`src/rtl/core/dst_pkg.sv`:
```
// shared types, constants and helpers for the descriptor slot table
// no dependencies; used by dst_store and descriptor_slot_table_top
package dst_pkg;

   localparam int SLOT_COUNT = 16;
   localparam int SLOT_W     = (SLOT_COUNT > 1) ? $clog2(SLOT_COUNT) : 1;
   localparam int DESC_BASE  = 2;
   localparam int HANDLE_W   = 32;
   localparam int DESC_W     = 8;
   localparam int ACTION_W   = 2;

   localparam logic [ACTION_W-1:0] ACT_ADD    = 2'd0;
   localparam logic [ACTION_W-1:0] ACT_LOOKUP = 2'd1;
   localparam logic [ACTION_W-1:0] ACT_REMOVE = 2'd2;

   typedef logic [SLOT_W-1:0]     slot_type;
   typedef logic [SLOT_COUNT-1:0] occ_type;

   // one item handed from the channel logic to the store
   typedef struct packed {
      logic                en;
      logic [ACTION_W-1:0] action;
      logic [HANDLE_W-1:0] handle;
      logic [DESC_W-1:0]   descriptor;
   } dst_op_type;

   // result fields of the item last handed to the store
   typedef struct packed {
      logic                status;
      logic [DESC_W-1:0]   assigned_descriptor;
      logic [HANDLE_W-1:0] found_handle;
   } dst_res_type;

   // lowest clear bit of the occupancy vector
   function automatic slot_type lowest_free(input occ_type occ);
      slot_type idx;
      idx = '0;
      for (int i = SLOT_COUNT - 1; i >= 0; i--) begin
         if (!occ[i]) begin
            idx = slot_type'(i);
         end
      end
      return idx;
   endfunction

endpackage

```
`src/rtl/core/descriptor_slot_table_top.sv`:
```
// descriptor slot table: stream channels, result register, slot store
// depends on dst_pkg and dst_store
//
//  channel  dir  handshake              payload
//  req      in   req_tvalid/req_tready  tuser action, tdata handle + descriptor
//  rsp      out  rsp_tvalid/rsp_tready  tuser status, tdata descriptor + handle
//
// one item per cycle while results are taken; an accepted item goes through the
// store stage, which updates occupancy flags and issues the memory read or write,
// then the result register, which registers the result and raises rsp_tvalid
// reset clears every occupancy flag at once; no clearing pass over the memory
// a stalled result holds; req_tready drops only while both stages are full
module descriptor_slot_table_top (
   input  logic        clock,
   input  logic        reset,
   input  logic        req_tvalid,
   output logic        req_tready,
   input  logic [1:0]  req_tuser,   // [1:0] action
   input  logic [39:0] req_tdata,   // [31:0] handle, [39:32] descriptor
   output logic        rsp_tvalid,
   input  logic        rsp_tready,
   output logic [0:0]  rsp_tuser,   // [0] status
   output logic [39:0] rsp_tdata    // [7:0] assigned_descriptor, [39:8] found_handle
);

   dst_pkg::dst_op_type  op;
   dst_pkg::dst_res_type res;

   logic        s1_valid_ff, s1_valid_in;
   logic        rsp_valid_ff, rsp_valid_in;
   logic        rsp_status_ff;
   logic [39:0] rsp_data_ff;
   logic        rsp_free;
   logic        s1_adv;
   logic        req_acc;

   assign rsp_free   = !rsp_valid_ff || rsp_tready;
   assign s1_adv     = s1_valid_ff && rsp_free;
   assign req_tready = !s1_valid_ff || s1_adv;
   assign req_acc    = req_tvalid && req_tready;

   always_comb begin
      op.en         = req_acc;
      op.action     = req_tuser;
      op.handle     = req_tdata[31:0];
      op.descriptor = req_tdata[39:32];
   end

   dst_store u_store (
      .clock (clock),
      .reset (reset),
      .op    (op),
      .res   (res)
   );

   always_comb begin
      s1_valid_in  = req_acc ? 1'b1 : (s1_adv ? 1'b0 : s1_valid_ff);
      rsp_valid_in = s1_adv ? 1'b1 : (rsp_tready ? 1'b0 : rsp_valid_ff);
   end

   always_ff @(posedge clock) begin
      if (reset) begin
         s1_valid_ff  <= 1'b0;
         rsp_valid_ff <= 1'b0;
      end else begin
         s1_valid_ff  <= s1_valid_in;
         rsp_valid_ff <= rsp_valid_in;
      end
   end

   always_ff @(posedge clock) begin
      if (s1_adv) begin
         rsp_status_ff <= res.status;
         rsp_data_ff   <= {res.found_handle, res.assigned_descriptor};
      end
   end

   assign rsp_tvalid   = rsp_valid_ff;
   assign rsp_tuser[0] = rsp_status_ff;
   assign rsp_tdata    = rsp_data_ff;

`ifndef SYNTHESIS
   a_acc_fills_s1: assert property (@(posedge clock) disable iff (reset)
      req_acc |=> s1_valid_ff)
      else $error("accepted item lost before the result stage");

   a_stalled_s1_holds: assert property (@(posedge clock) disable iff (reset)
      (s1_valid_ff && !rsp_free) |=> s1_valid_ff)
      else $error("pending item dropped under stall");

   a_ok_add_desc: assert property (@(posedge clock) disable iff (reset)
      (rsp_valid_ff && !rsp_status_ff && rsp_data_ff[7:0] != 8'd0)
      |-> (rsp_data_ff[7:0] >= 8'(dst_pkg::DESC_BASE)))
      else $error("assigned descriptor below the base");
`endif

endmodule

```
`src/rtl/core/dst_store.sv`:
```
// handle memory with per-slot occupancy flags; serves add, look up, remove
// depends on dst_pkg
module dst_store (
   input  logic                clock,
   input  logic                reset,
   input  dst_pkg::dst_op_type op,
   output dst_pkg::dst_res_type res
);

   logic [dst_pkg::HANDLE_W-1:0] mem [dst_pkg::SLOT_COUNT];

   dst_pkg::occ_type  occ_ff, occ_in;
   logic [dst_pkg::HANDLE_W-1:0] rdata_ff;

   logic                       status_ff, status_in;
   logic [dst_pkg::DESC_W-1:0] assigned_ff, assigned_in;
   logic                       lookup_ff, lookup_in;
   logic                       hit_ff, hit_in;

   logic [dst_pkg::DESC_W-1:0] desc_off;
   logic                       in_range;
   dst_pkg::slot_type          desc_slot;
   dst_pkg::slot_type          free_slot;
   logic                       full;
   logic                       wr_en;
   logic                       rd_en;

   assign desc_off  = op.descriptor - dst_pkg::DESC_W'(dst_pkg::DESC_BASE);
   assign in_range  = (op.descriptor >= dst_pkg::DESC_W'(dst_pkg::DESC_BASE)) &&
                      (desc_off < dst_pkg::DESC_W'(dst_pkg::SLOT_COUNT));
   assign desc_slot = desc_off[dst_pkg::SLOT_W-1:0];
   assign free_slot = dst_pkg::lowest_free(occ_ff);
   assign full      = &occ_ff;

   always_comb begin
      occ_in      = occ_ff;
      status_in   = 1'b1;
      assigned_in = '0;
      lookup_in   = 1'b0;
      hit_in      = 1'b0;
      wr_en       = 1'b0;
      rd_en       = 1'b0;
      unique case (op.action)
         dst_pkg::ACT_ADD: begin
            if (op.handle != '0 && !full) begin
               wr_en             = op.en;
               occ_in[free_slot] = 1'b1;
               status_in         = 1'b0;
               assigned_in       = dst_pkg::DESC_W'(free_slot) +
                                   dst_pkg::DESC_W'(dst_pkg::DESC_BASE);
            end
         end
         dst_pkg::ACT_LOOKUP: begin
            lookup_in = 1'b1;
            if (in_range) begin
               rd_en     = op.en;
               hit_in    = occ_ff[desc_slot];
               status_in = 1'b0;
            end
         end
         dst_pkg::ACT_REMOVE: begin
            if (in_range) begin
               occ_in[desc_slot] = 1'b0;
               status_in         = 1'b0;
            end
         end
         default: begin
         end
      endcase
   end

   always_ff @(posedge clock) begin
      if (reset) begin
         occ_ff <= '0;
      end else if (op.en) begin
         occ_ff <= occ_in;
      end
   end

   always_ff @(posedge clock) begin
      if (op.en) begin
         status_ff   <= status_in;
         assigned_ff <= assigned_in;
         lookup_ff   <= lookup_in;
         hit_ff      <= hit_in;
      end
   end

   // stale data of empty slots may be read but is never returned: the occupancy flag masks it
   always_ff @(posedge clock) begin
      if (wr_en) begin
         mem[free_slot] <= op.handle;
      end
      if (rd_en) begin
         rdata_ff <= mem[desc_slot];
      end
   end

   always_comb begin
      res.status              = status_ff;
      res.assigned_descriptor = assigned_ff;
      res.found_handle        = (lookup_ff && hit_ff) ? rdata_ff : '0;
   end

`ifndef SYNTHESIS
   a_add_sets_occ: assert property (@(posedge clock) disable iff (reset)
      wr_en |=> occ_ff[$past(free_slot)])
      else $error("add did not mark its slot occupied");

   a_remove_clears_occ: assert property (@(posedge clock) disable iff (reset)
      (op.en && op.action == dst_pkg::ACT_REMOVE && in_range)
      |=> !occ_ff[$past(desc_slot)])
      else $error("remove left its slot occupied");

   a_full_no_write: assert property (@(posedge clock) disable iff (reset)
      full |-> !wr_en)
      else $error("write into a full table");

   a_fail_zero_fields: assert property (@(posedge clock) disable iff (reset)
      (res.status == 1'b1) |-> (res.assigned_descriptor == '0 && res.found_handle == '0))
      else $error("failed item carries nonzero result fields");
`endif

endmodule

```
`config.mk`:
```
export PLATFORM = sky130hd
export DESIGN_NAME = descriptor_slot_table_top
export DESIGN_NICKNAME = d
export VERILOG_FILES = /design/src/rtl/core/dst_pkg.sv /design/src/rtl/core/descriptor_slot_table_top.sv /design/src/rtl/core/dst_store.sv
export SDC_FILE = /design/constraint.sdc
export NUM_CORES = 1
export LEC_CHECK = 0
export BUFFER_PORTS_ARGS = -buffer_cell sky130_fd_sc_hd__buf_2
export CAP_MARGIN = 20
export CORE_MARGIN = 2
export CORE_UTILIZATION = 40
export CTS_CLUSTER_DIAMETER = 50
export DETAILED_ROUTE_END_ITERATION = 8
export PLACE_DENSITY_LB_ADDON = 0.3
export SYNTH_ARGS = -nofsm -noshare
export SYNTH_HDL_FRONTEND = slang
export SYNTH_HIERARCHICAL = 1
export SYNTH_SLANG_ARGS = --single-unit
```
`constraint.sdc`:
```
create_clock -name clock -period 4.35 [get_ports clock]
set_input_delay 0.2175 -clock clock [delete_from_list [all_inputs] [get_ports clock]]
set_output_delay 0.2175 -clock clock [all_outputs]
set_load 0.05 [all_outputs]
```
==> metrics.md, run 1 <==
| Metric | Value |
|---|---|
| Status | complete, no violations |
| Share of cells above drive strength 1 | about 33% |
| DR WL/cell | 26.2 um |
| Worst Path Arrival | about 3.5 ns |
| Highest metal used | met5 |
| Ys flop type | edfxtp_1 |
| Post-CTS Resized | 0 |
| Seq cells post-synth | 611 |
| H-tree depth | 3 |
| Via Count | approximately 11000 |
| Yosys top cell by area | edfxtp_1 |
| Final setup vio count | 0 |
| Wire length on met2 | about 26000 um |
| Worst setup endpoint | u_store/mem[10][1]$_DFFE_PP_ |
| CP startpoint | req_tdata[25] |
| Worst-path clk slew | 0.06 ns |
| Remaining antenna violation count | 0 |
| Root Driver | clkbuf_16 |
| # Post-CTS Setup Buffers | 0 |
| Number of cells on the worst reg-to-reg path | 6 |
| Layout Skew | approximately 0.019 ns |
| Reg2Reg Launch Point | u_store/occ_ff[6]$_SDFFE_PP0P_ |
| Num ports | a little under 90 |
| Total CTS buffers | 67 |
| TritonRoute pass-1 iters | 5 |
| Max stage delay on crit path | between 0.7 and 0.8 ns |
| Post-Route WL | between 50000 and 60000 um |
| Worst EP required | 4.60 ns |
| Cells after DPL | 1879 |
| DRC | 0 |
| Pre-CTS WS | a little over 1 ns |
| Met3 wire length | approximately 3300 um |
| Die X | ~250 um |
| EDFF count, synth | just under 600 |
| Lkg Pwr | just under 9 nW |
| Minimum clock period | 3.26 ns |
| Yosys cell types | 61 |
| # Max-Cap Violations | 0 |
| Max-slew headroom | about two fifths |
| First-pass GRT wire length | approximately 78000 um |
| Slowest CP cell | nor2_4 |
| Initial Utilization | between 40% and 50% |
| RR Endpoint | u_store/mem[0][13]$_DFFE_PP_ |
| Post-synthesis average cell area | between 20 and 25 um^2 |
| Yosys warns | 6 |
| Mapped Cells | ~1000 |
| IO buf count | 88 |
| DR iter-0 viols | around 1000 |
| Fin util | 47.5% |
| Crit-path cells | dlygate4sd3_1 > buf_2 > nor4_1 > nand4_1 > o21ai_4 > nor2_1 > nand4_1 > nor2_4 > buf_4 |
| TritonCTS Sinks | 611 |
| Clock buffer depth | 3 |
| Top cell by count, worst path | nand4_1 |
| Most area-consuming cells after synthesis | edfxtp_1 (76%), mux4_2 (16%), dfxtp_1 (1.5%) |
| Worst setup SP type | input pin |
| HP Class | in2reg |
| CTS tree | yes |
| Crit path capture type | flip-flop |
| Vias in the first global route | roughly 12000 |
| Number of antenna repair diodes | 0 |
| Die ar. | just over 60000 um^2 |
| Period utilization | approximately 75% |
| Setup TNS | 0 ns |
| Yosys top cell area share | between 70% and 80% |
| Pwr/cell area | approximately 470 nW/um^2 |
| GRT overflow | 0 |
| Worst vdd ir | approximately 0.00027 V |
| Final hold vios | 0 |
| Final Net Count | roughly 1300 |
| FF-to-FF setup slack | 1.15 ns |
| Worst skew pair latency | approximately 0.6 ns |
| Fmax achieved | a little over 300 MHz |
| Fin worst setup slack | around 1.1 ns |
| Largest net degree at the start of global routing | between 50 and 60 |
| Final max-slew violation count | 0 |
| CP Class | in2reg |
| Synthesized area | about 24000 um^2 |
| Routability cong. | ~0.76 |
| Initial antenna violation count | 3 |
| Slew @ Worst Pin | 0.884 ns |
| Non-filler cells, final | 2019 |
| Critical Path Fanout Max | 18 |
| Post-DP HPWL | 30000 um |
| # rows | roughly 90 |
| Die Ht | 246 um |
| Ys async rst share | 0% |
| Register area share after synthesis | 77.3% |
| M1 WL | 22700 um |
| Worst hold margin | roughly 0.023 ns |
| Area growth syn-to-layout | 17.1% |
| Via density | around 5.6 |
| RSZ-0062 raised after global routing | no |
| Core Region | about 58000 um^2 |
| Overall Global Routing Usage | between 10% and 20% |
[power by group]
group          internal, mW  switching, mW
combinational         0.252          0.376
clock                  3.40           2.27
sequential             6.50        0.00934
total                  10.1           2.65
[state kept, by name (all words and copies together), names as in the netlist, 5 cells and up]
register and cells:
u_store/assigned_ff 5, u_store/occ_ff 16, rsp_tdata 40, u_store/rdata_ff 32, u_store/mem 512
[logic make-up (layout without fill, tap and decap cells)]
logic type	after synthesis	count (layout)	synth area share, %
flip-flops	611	611	77.3
multiplexers	165	165	15.8
AND/OR/NAND/NOR	140	140	3.35
buffers and inverters	66	274	1.22
AO/OA/AOI/OAI	54	54	1.95
adder cells (fa/ha/maj)	5	5	0.266
XOR/XNOR	2	2	0.0746
other	1	3	0.0160
[worst max-delay path, delay by kind of cell]
| kind | cells | cell delay [ns] |
|---|---|---|
| AND/OR/NAND/NOR | 5 | 1.81 |
| buffers and inverters | 3 | 1.30 |
| AO/OA/AOI/OAI | 1 | 0.16 |
[Yosys cell counts (all sizes together) (3+ instances only)]
library cell	instances
inv	13
o2bb2ai	3
nand2b	4
nand2	20
or2	3
nor3	6
ha	5
a21o	3
dfxtp	18
nor2	29
edfxtp	593
a31oi	6
and3	37
nor2b	7
a41oi	3
a211oi	3
clkbuf	28
nand3	4
a22o	4
nor4	10
buf	25
a21oi	12
o21ai	6
nand4	9
and2	4
mux4	165
[per-layer routing]
| metal | GRT usage, % | vias up |
|---|---|---|
| met5 | 0 | - |
| met4 | 5.81 | 2 |
| met3 | 3.19 | 80 |
| met2 | 28.7 | 409 |
| met1 | 24.8 | 6047 |
| li1 | - | 4763 |
[layout make-up]
class                           count  area, um^2
Inverter                           13        48.8
Sequential cell                   611       18200
Clock inverter                     42         449
Tap cell                          765         957
Fill cell                        4766       30400
Timing Repair Buffer              140         931
Multi-Input combinational cell    369        5200
Clock buffer                       79        1760
[repair_timing]
| action | 4_1_cts | 5_1_grt |
|---|---|---|
| endpoints found under the setup margin | 0 | 0 |
| endpoints found under the hold margin | 230 | 0 |
| hold buffers | 19 | 0 |
[worst min-delay path by stage]
stage	start	endpoint	slack, ns	cells after the start
global route	req_tdata[3]	u_store/mem[0][3]$_DFFE_PP_	0.02	1
floorplan	reset	s1_valid_ff$_SDFFE_PP0P_	0.28	1
detailed placement	u_store/assigned_ff[2]$_SDFFCE_PN0P_	rsp_tdata[2]$_DFFE_PP_	0.41	0
finish	req_tdata[22]	u_store/mem[1][22]$_DFFE_PP_	0.02	1
CTS	req_tdata[22]	u_store/mem[6][22]$_DFFE_PP_	0.001	1
global placement	u_store/assigned_ff[4]$_SDFFCE_PN0P_	rsp_tdata[4]$_DFFE_PP_	0.40	0
[layout by cell type (no fill, tap or decap), drive strengths merged, types with 10 or more instances in the layout]
| cell type | count |
|---|---|
| edfxtp | 593 |
| mux4 | 165 |
| buf | 120 |
| clkbuf | 80 |
| and3 | 37 |
| nor2 | 29 |
| clkinv | 27 |
| nand2 | 20 |
| dlygate4sd3 | 19 |
| dfxtp | 18 |
| inv | 18 |
| a21oi | 12 |
| nor4 | 10 |
[per-stage QoR]
step | power (mW) | instance area (um^2)
3_3_place_gp | 7.25 | 25100
6_report | 12.8 | 27500
3_5_place_dp | 7.26 | 25100
4_1_cts | 12.9 | 27500
2_1_floorplan | 7.02 | 23500
5_1_grt | 13.2 | 27500
Power figures use the tool's default switching activity.
==> inputs of run 2 (changes only) <==
==> constraint.sdc (replaced) <==
create_clock -name clock -period 3.3 [get_ports clock]
set_input_delay 0.165 -clock clock [delete_from_list [all_inputs] [get_ports clock]]
set_output_delay 0.165 -clock clock [all_outputs]
set_load 0.05 [all_outputs]
==> run 2 against run 1 <==
Net effect: sequential share of layout area is 0.47 points lower; critical path depth stayed put; highest routed layer unchanged; worst hold slack better by 0.0034 ns; wire length is 0.33% lower; largest power group unchanged; cell count is 1.8% higher; critical endpoint is now u_store/mem[8][3]$_DFFE_PP_.
==> metrics.md, run 2 (same netlist as run 1, synthesis figures left out) <==
| Metric | Value |
|---|---|
| Status | complete, no violations |
| Initial Utilization | 40.6% |
| First-pass GRT wire length | slightly below 80000 um |
| Final max-slew violation count | 0 |
| CP Class | in2reg |
| Worst-path clk slew | approximately 0.06 ns |
| Most frequent cells in the layout | edfxtp_1 (593), mux4_2 (165), buf_2 (86), clkbuf_16 (62), buf_4 (44) |
| Clock buffer depth | 3 |
| Fmax achieved | 354 MHz |
| WHS Endpoint | u_store/mem[2][31]$_DFFE_PP_ |
| Multi-input gate area | around 5200 um^2 |
| Crit path capture type | flip-flop |
| Design Power | approximately 16 mW |
| Core Region | between 50000 and 60000 um^2 |
| Post-Route WL | 52700 um |
| Worst skew pair latency | 0.62 ns |
| IO buf count | 88 |
| Remaining antenna violation count | 0 |
| Root Driver | clkbuf_16 |
| Lkg Pwr | 8.93 nW |
| DR WL/cell | between 20 and 30 um |
| Max-slew headroom | 27.4% |
| Non-filler cells, final | around 2100 |
| Routability cong. | about 0.85 |
| Largest net degree at the start of global routing | 71 |
| Post-CTS Resized | 0 |
| Via density | about 5.5 |
| Critical Path Fanout Max | 24 |
| Worst Path Arrival | between 3 and 4 ns |
| Worst EP required | about 3.7 ns |
| Layout Skew | approximately 0.015 ns |
| # Post-CTS Setup Buffers | 0 |
| Vias in the first global route | 11700 |
| Reg2Reg Launch Point | u_store/occ_ff[6]$_SDFFE_PP0P_ |
| Worst vdd ir | around 0.0004 V |
| GRT overflow | 0 |
| Worst min-delay path startpoint | req_tdata[31] |
| Share of cells above drive strength 1 | around a third |
| # rows | just under 90 |
| Cells after DPL | about 1900 |
| Via Count | roughly 11000 |
| Area growth syn-to-layout | 17.9% |
| Num ports | 89 |
| DR iter-0 viols | around 1000 |
| Setup TNS | 0 ns |
| Fillers | 4779 |
| Total CTS buffers | 61 |
| Die X | between 200 and 250 um |
| Die Ht | 246 um |
| Worst setup SP type | input pin |
| Slew @ Worst Pin | about 1.1 ns |
| Die ar. | 60700 um^2 |
| Final setup vio count | 0 |
| Reg area | 18200 um^2 |
| TritonCTS Sinks | 611 |
| Overall Global Routing Usage | between 15 and 20% |
| TritonRoute pass-1 iters | 5 |
| DRC | 0 |
| CTS tree | yes |
| Pwr/cell area | ~570 nW/um^2 |
| RSZ-0062 raised after global routing | no |
| RR Endpoint | u_store/mem[2][24]$_DFFE_PP_ |
| Worst hold margin | approximately 0.027 ns |
| Number of flip-flops in the largest register | 512 |
| Hold Path Cell Cnt | 2 |
| # Max-Cap Violations | 0 |
| Period utilization | 85.6% |
| Fin util | between 40% and 50% |
| Minimum clock period | about 2.8 ns |
| HP Class | in2reg |
| Number of cells on the worst reg-to-reg path | 8 |
| FF-to-FF setup slack | 0.56 ns |
| Initial antenna violation count | 1 |
| Most flop-heavy register | u_store/mem |
| Final hold vios | 0 |
| Post-DP HPWL | approximately 30000 um |
| H-tree depth | 2 |
| Final Net Count | 1290 |
| Commonest non-fill, non-tap cell in the layout | edfxtp_1 |
run 2: cell type report:
cell class              instances  share of cell area [%]
clock buffers                  80                    5.88
repair buffers                183                    5.28
well taps                     765                    3.45
diodes                          1                 0.00903
flip-flops and latches        611                    65.6
inverters                      13                   0.176
multi-input cells             369                    18.8
clock inverters                33                   0.885
run 2: where the power goes:
part	internal [mW]	switching, mW	total (mW)
sequential	8.56	0.0112	8.57
clock	3.64	2.84	6.48
combinational	0.360	0.504	0.863
run 2: how the worst max path moves through the flow:
stage / startpoint / end / slack [ns] / cells past startpoint
global placement: req_tdata[6] / u_store/mem[2][26]$_DFFE_PP_ / 0.38 / 8
global route: req_tdata[12] / u_store/mem[2][26]$_DFFE_PP_ / 0.35 / 9
detailed placement: req_tdata[12] / u_store/mem[8][8]$_DFFE_PP_ / 0.36 / 8
CTS: req_tdata[12] / u_store/mem[8][7]$_DFFE_PP_ / 0.44 / 9
finish: req_tdata[12] / u_store/mem[8][3]$_DFFE_PP_ / 0.47 / 9
floorplan: rsp_tvalid$_SDFFE_PP0P_ / u_store/mem[12][0]$_DFFE_PP_ / 0.12 / 6
run 2: per-layer routing:
metal  global-route usage (%)  vias to the layer above  routed length [um]
met4                     4.75                        2                1020
li1                         -                     4835                   -
met3                     3.01                       75                3200
met5                        0                        -                  13
met2                     28.8                      366               25800
met1                     24.8                     6089               22700
run 2: critical path, cell delays in order:
cell and delay [ns]:
dlygate4sd3_1 0.55, buf_2 0.21, nor4_1 0.74, nand4_1 0.37
o21ai_4 0.24, nor2_1 0.10, nand4_1 0.36, nor2_4 0.19
buf_12 0.23
run 2: what timing repair did:
item / CTS / global route
setup endpoints to repair: 0 / 0
hold buffers: 35 / 0
hold endpoints to repair: 399 / 0
run 2: metrics by stage:
| step | setup WS [ns] | cell area (um^2) |
|---|---|---|
| 2_1_floorplan | 0.115 | 23500 |
| 3_3_place_gp | 0.380 | 25500 |
| 3_5_place_dp | 0.361 | 25500 |
| 4_1_cts | 0.444 | 27700 |
| 5_1_grt | 0.352 | 27700 |
| 6_report | 0.474 | 27700 |
==> inputs of run 3 (changes only) <==
==> constraint.sdc (replaced) <==
create_clock -name clock -period 3.3 [get_ports clock]
set_input_delay 0.495 -clock clock [delete_from_list [all_inputs] [get_ports clock]]
set_output_delay 0.495 -clock clock [all_outputs]
set_load 0.05 [all_outputs]
==> run 3 against run 2 <==
Net effect: core utilization fell by 0.34 points; final area down 0.70%; worst hold slack improved by 0.11 ns; die area stayed put; clock skew up 0.0048 ns; clock-buffer cell count down 7; wire length shrank 3.8%; combinational power shrank 1%; sequential share of layout area grew 0.47 points; clock power is 3% higher; sequential cell count did not move; power increased by 1.0%; critical endpoint is now u_store/mem[0][17]$_DFFE_PP_.
==> metrics.md, run 3 (same netlist as run 1, synthesis figures left out) <==
| Metric | Value |
|---|---|
| Max stage delay on crit path | roughly 0.53 ns |
| Max-slew headroom | approximately a quarter |
| Final setup vio count | 0 |
| Critical Path Fanout Max | 21 |
| WHS Endpoint | u_store/mem[6][9]$_DFFE_PP_ |
| CP Class | reg2reg |
| Vias in the first global route | 11400 |
| Cells after DPL | between 1500 and 2000 |
| H-tree depth | 2 |
| CTS tree | yes |
| Pwr/cell area | slightly below 600 nW/um^2 |
| Crit path capture type | flip-flop |
| Post-DP HPWL | between 30000 and 40000 um |
| DR iter-0 viols | about 1100 |
| Fin util | between 40% and 50% |
| Final hold vios | 0 |
| Number of flip-flops in the largest register | 512 |
| DRC | 0 |
| TritonRoute pass-1 iters | 6 |
| GRT overflow | 0 |
| IO buf count | just under 90 |
| HP Class | in2reg |
| Worst vdd ir | ~0.0004 V |
| RSZ-0062 raised after global routing | no |
| Worst Path Arrival | around 3.2 ns |
| Post-placement cell area | ~26000 um^2 |
| TritonCTS Sinks | ~600 |
| Fin worst setup slack | approximately 0.4 ns |
| Worst EP required | 3.60 ns |
| Worst min-delay path startpoint | req_tdata[9] |
| Post-CTS Resized | 0 |
| Die X | about 250 um |
| Die Ht | ~250 um |
| Worst skew pair latency | approximately 0.6 ns |
| Layout Skew | between 0.015 and 0.02 ns |
| Root Driver | clkbuf_16 |
| Overall Global Routing Usage | 17.1% |
| Total CTS buffers | 60 |
| Fillers | 4717 |
| Post-Route WL | a little over 50000 um |
| Slew @ Worst Pin | approximately 1.1 ns |
| Minimum clock period | a little under 3 ns |
| FF-to-FF setup slack | between 0.4 and 0.5 ns |
| Die ar. | 60700 um^2 |
| Post-CTS Hold Fix Bufs | 0 |
| # rows | around 90 |
| Via density | about 5.5 |
| Most frequent cells in the layout | edfxtp_1 (593), mux4_2 (165), buf_2 (86), clkbuf_16 (61), buf_4 (44) |
| # Post-CTS Setup Buffers | 0 |
| Initial antenna violation count | 2 |
| Period utilization | between 80% and 90% |
| Worst setup SP type | flip-flop |
| Num ports | between 80 and 90 |
| Number of antenna repair diodes | 0 |
| Slowest CP cell | o41a_1 |
| Hold Path Cell Cnt | 1 |
| CP Buf/Inv Count | 2 |
| Routability cong. | between 0.8 and 0.9 |
| Final max-slew violation count | 0 |
| Largest net degree at the start of global routing | between 100 and 150 |
| Most flop-heavy register | u_store/mem |
| Worst-path clk slew | 0.06 ns |
| DR WL/cell | about 25 um |
| Remaining antenna violation count | 0 |
| Worst hold margin | ~0.14 ns |
| First-pass GRT wire length | between 70000 and 80000 um |
| Area growth syn-to-layout | 17.1% |
| Lkg Pwr | about 8.8 nW |
| Setup TNS | 0 ns |
| Design Power | around 16 mW |
| RR Endpoint | u_store/mem[0][17]$_DFFE_PP_ |
| Number of cells on the worst reg-to-reg path | 7 |
| Initial Utilization | approximately two fifths |
| Status | complete, no violations |
| Clock buffer depth | 3 |
| Final Net Count | between 1000 and 1500 |
| Share of cells above drive strength 1 | between 30% and 40% |
| Non-filler cells, final | roughly 2000 |
| Via Count | roughly 11000 |
| Core Region | 57900 um^2 |
| Commonest non-fill, non-tap cell in the layout | edfxtp_1 |
| Final instance area | ~28000 um^2 |
| Crit-path cells | nand4_1 > a31o_2 > and2_1 > o41a_1 > buf_4 > nor2_4 > buf_12 |
| # Max-Cap Violations | 0 |
| Fmax achieved | 345 MHz |
| Reg2Reg Launch Point | u_store/occ_ff[7]$_SDFFE_PP0P_ |
| Top delay family on crit path | simple AND/OR/NAND/NOR gates |
| Pre-CTS WS | approximately 0.17 ns |
-- run 3: layer usage --
layer / vias up / share of wire [%] / global-route usage [%]
met1: 5880 / 44 / 24.6
met3: 74 / 6.1 / 3.53
met4: 2 / 1.8 / 3.99
li1: 4767 / - / -
met2: 384 / 48 / 27.1
met5: - / 0.079 / 0
-- run 3: layout make-up --
class,instances,area (um^2),area share [%]
clock buffers,73,1580,5.75
clock inverters,36,330,1.20
inverters,13,48.8,0.177
multi-input cells,369,5200,18.9
flip-flops and latches,611,18200,66.0
well taps,765,957,3.48
repair buffers,154,1230,4.48
-- run 3: how the worst max path moves through the flow --
stage | slack (ns) | endpoint | startpoint | depth (start not counted)
detailed placement | 0.17 | u_store/mem[9][10]$_DFFE_PP_ | req_tdata[16] | 8
finish | 0.40 | u_store/mem[0][17]$_DFFE_PP_ | u_store/occ_ff[7]$_SDFFE_PP0P_ | 7
global route | 0.33 | u_store/mem[0][0]$_DFFE_PP_ | u_store/occ_ff[6]$_SDFFE_PP0P_ | 7
floorplan | 0.12 | u_store/mem[12][0]$_DFFE_PP_ | rsp_tvalid$_SDFFE_PP0P_ | 6
global placement | 0.23 | u_store/mem[5][16]$_DFFE_PP_ | req_tdata[16] | 8
CTS | 0.41 | u_store/mem[0][4]$_DFFE_PP_ | u_store/occ_ff[6]$_SDFFE_PP0P_ | 7
-- run 3: power breakdown --
group	switching, mW	internal (mW)
Clock	2.85	3.80
Sequential	0.0142	8.56
Combinational	0.503	0.350
Total	3.36	12.7
-- run 3: worst reg2reg max path, stage by stage, from the launching register on --
cell and delay (ns):
dfxtp_1 0.49, nand4_1 0.14, a31o_2 0.25, and2_1 0.17, o41a_1 0.53, buf_4 0.24, nor2_4 0.48, buf_12 0.28
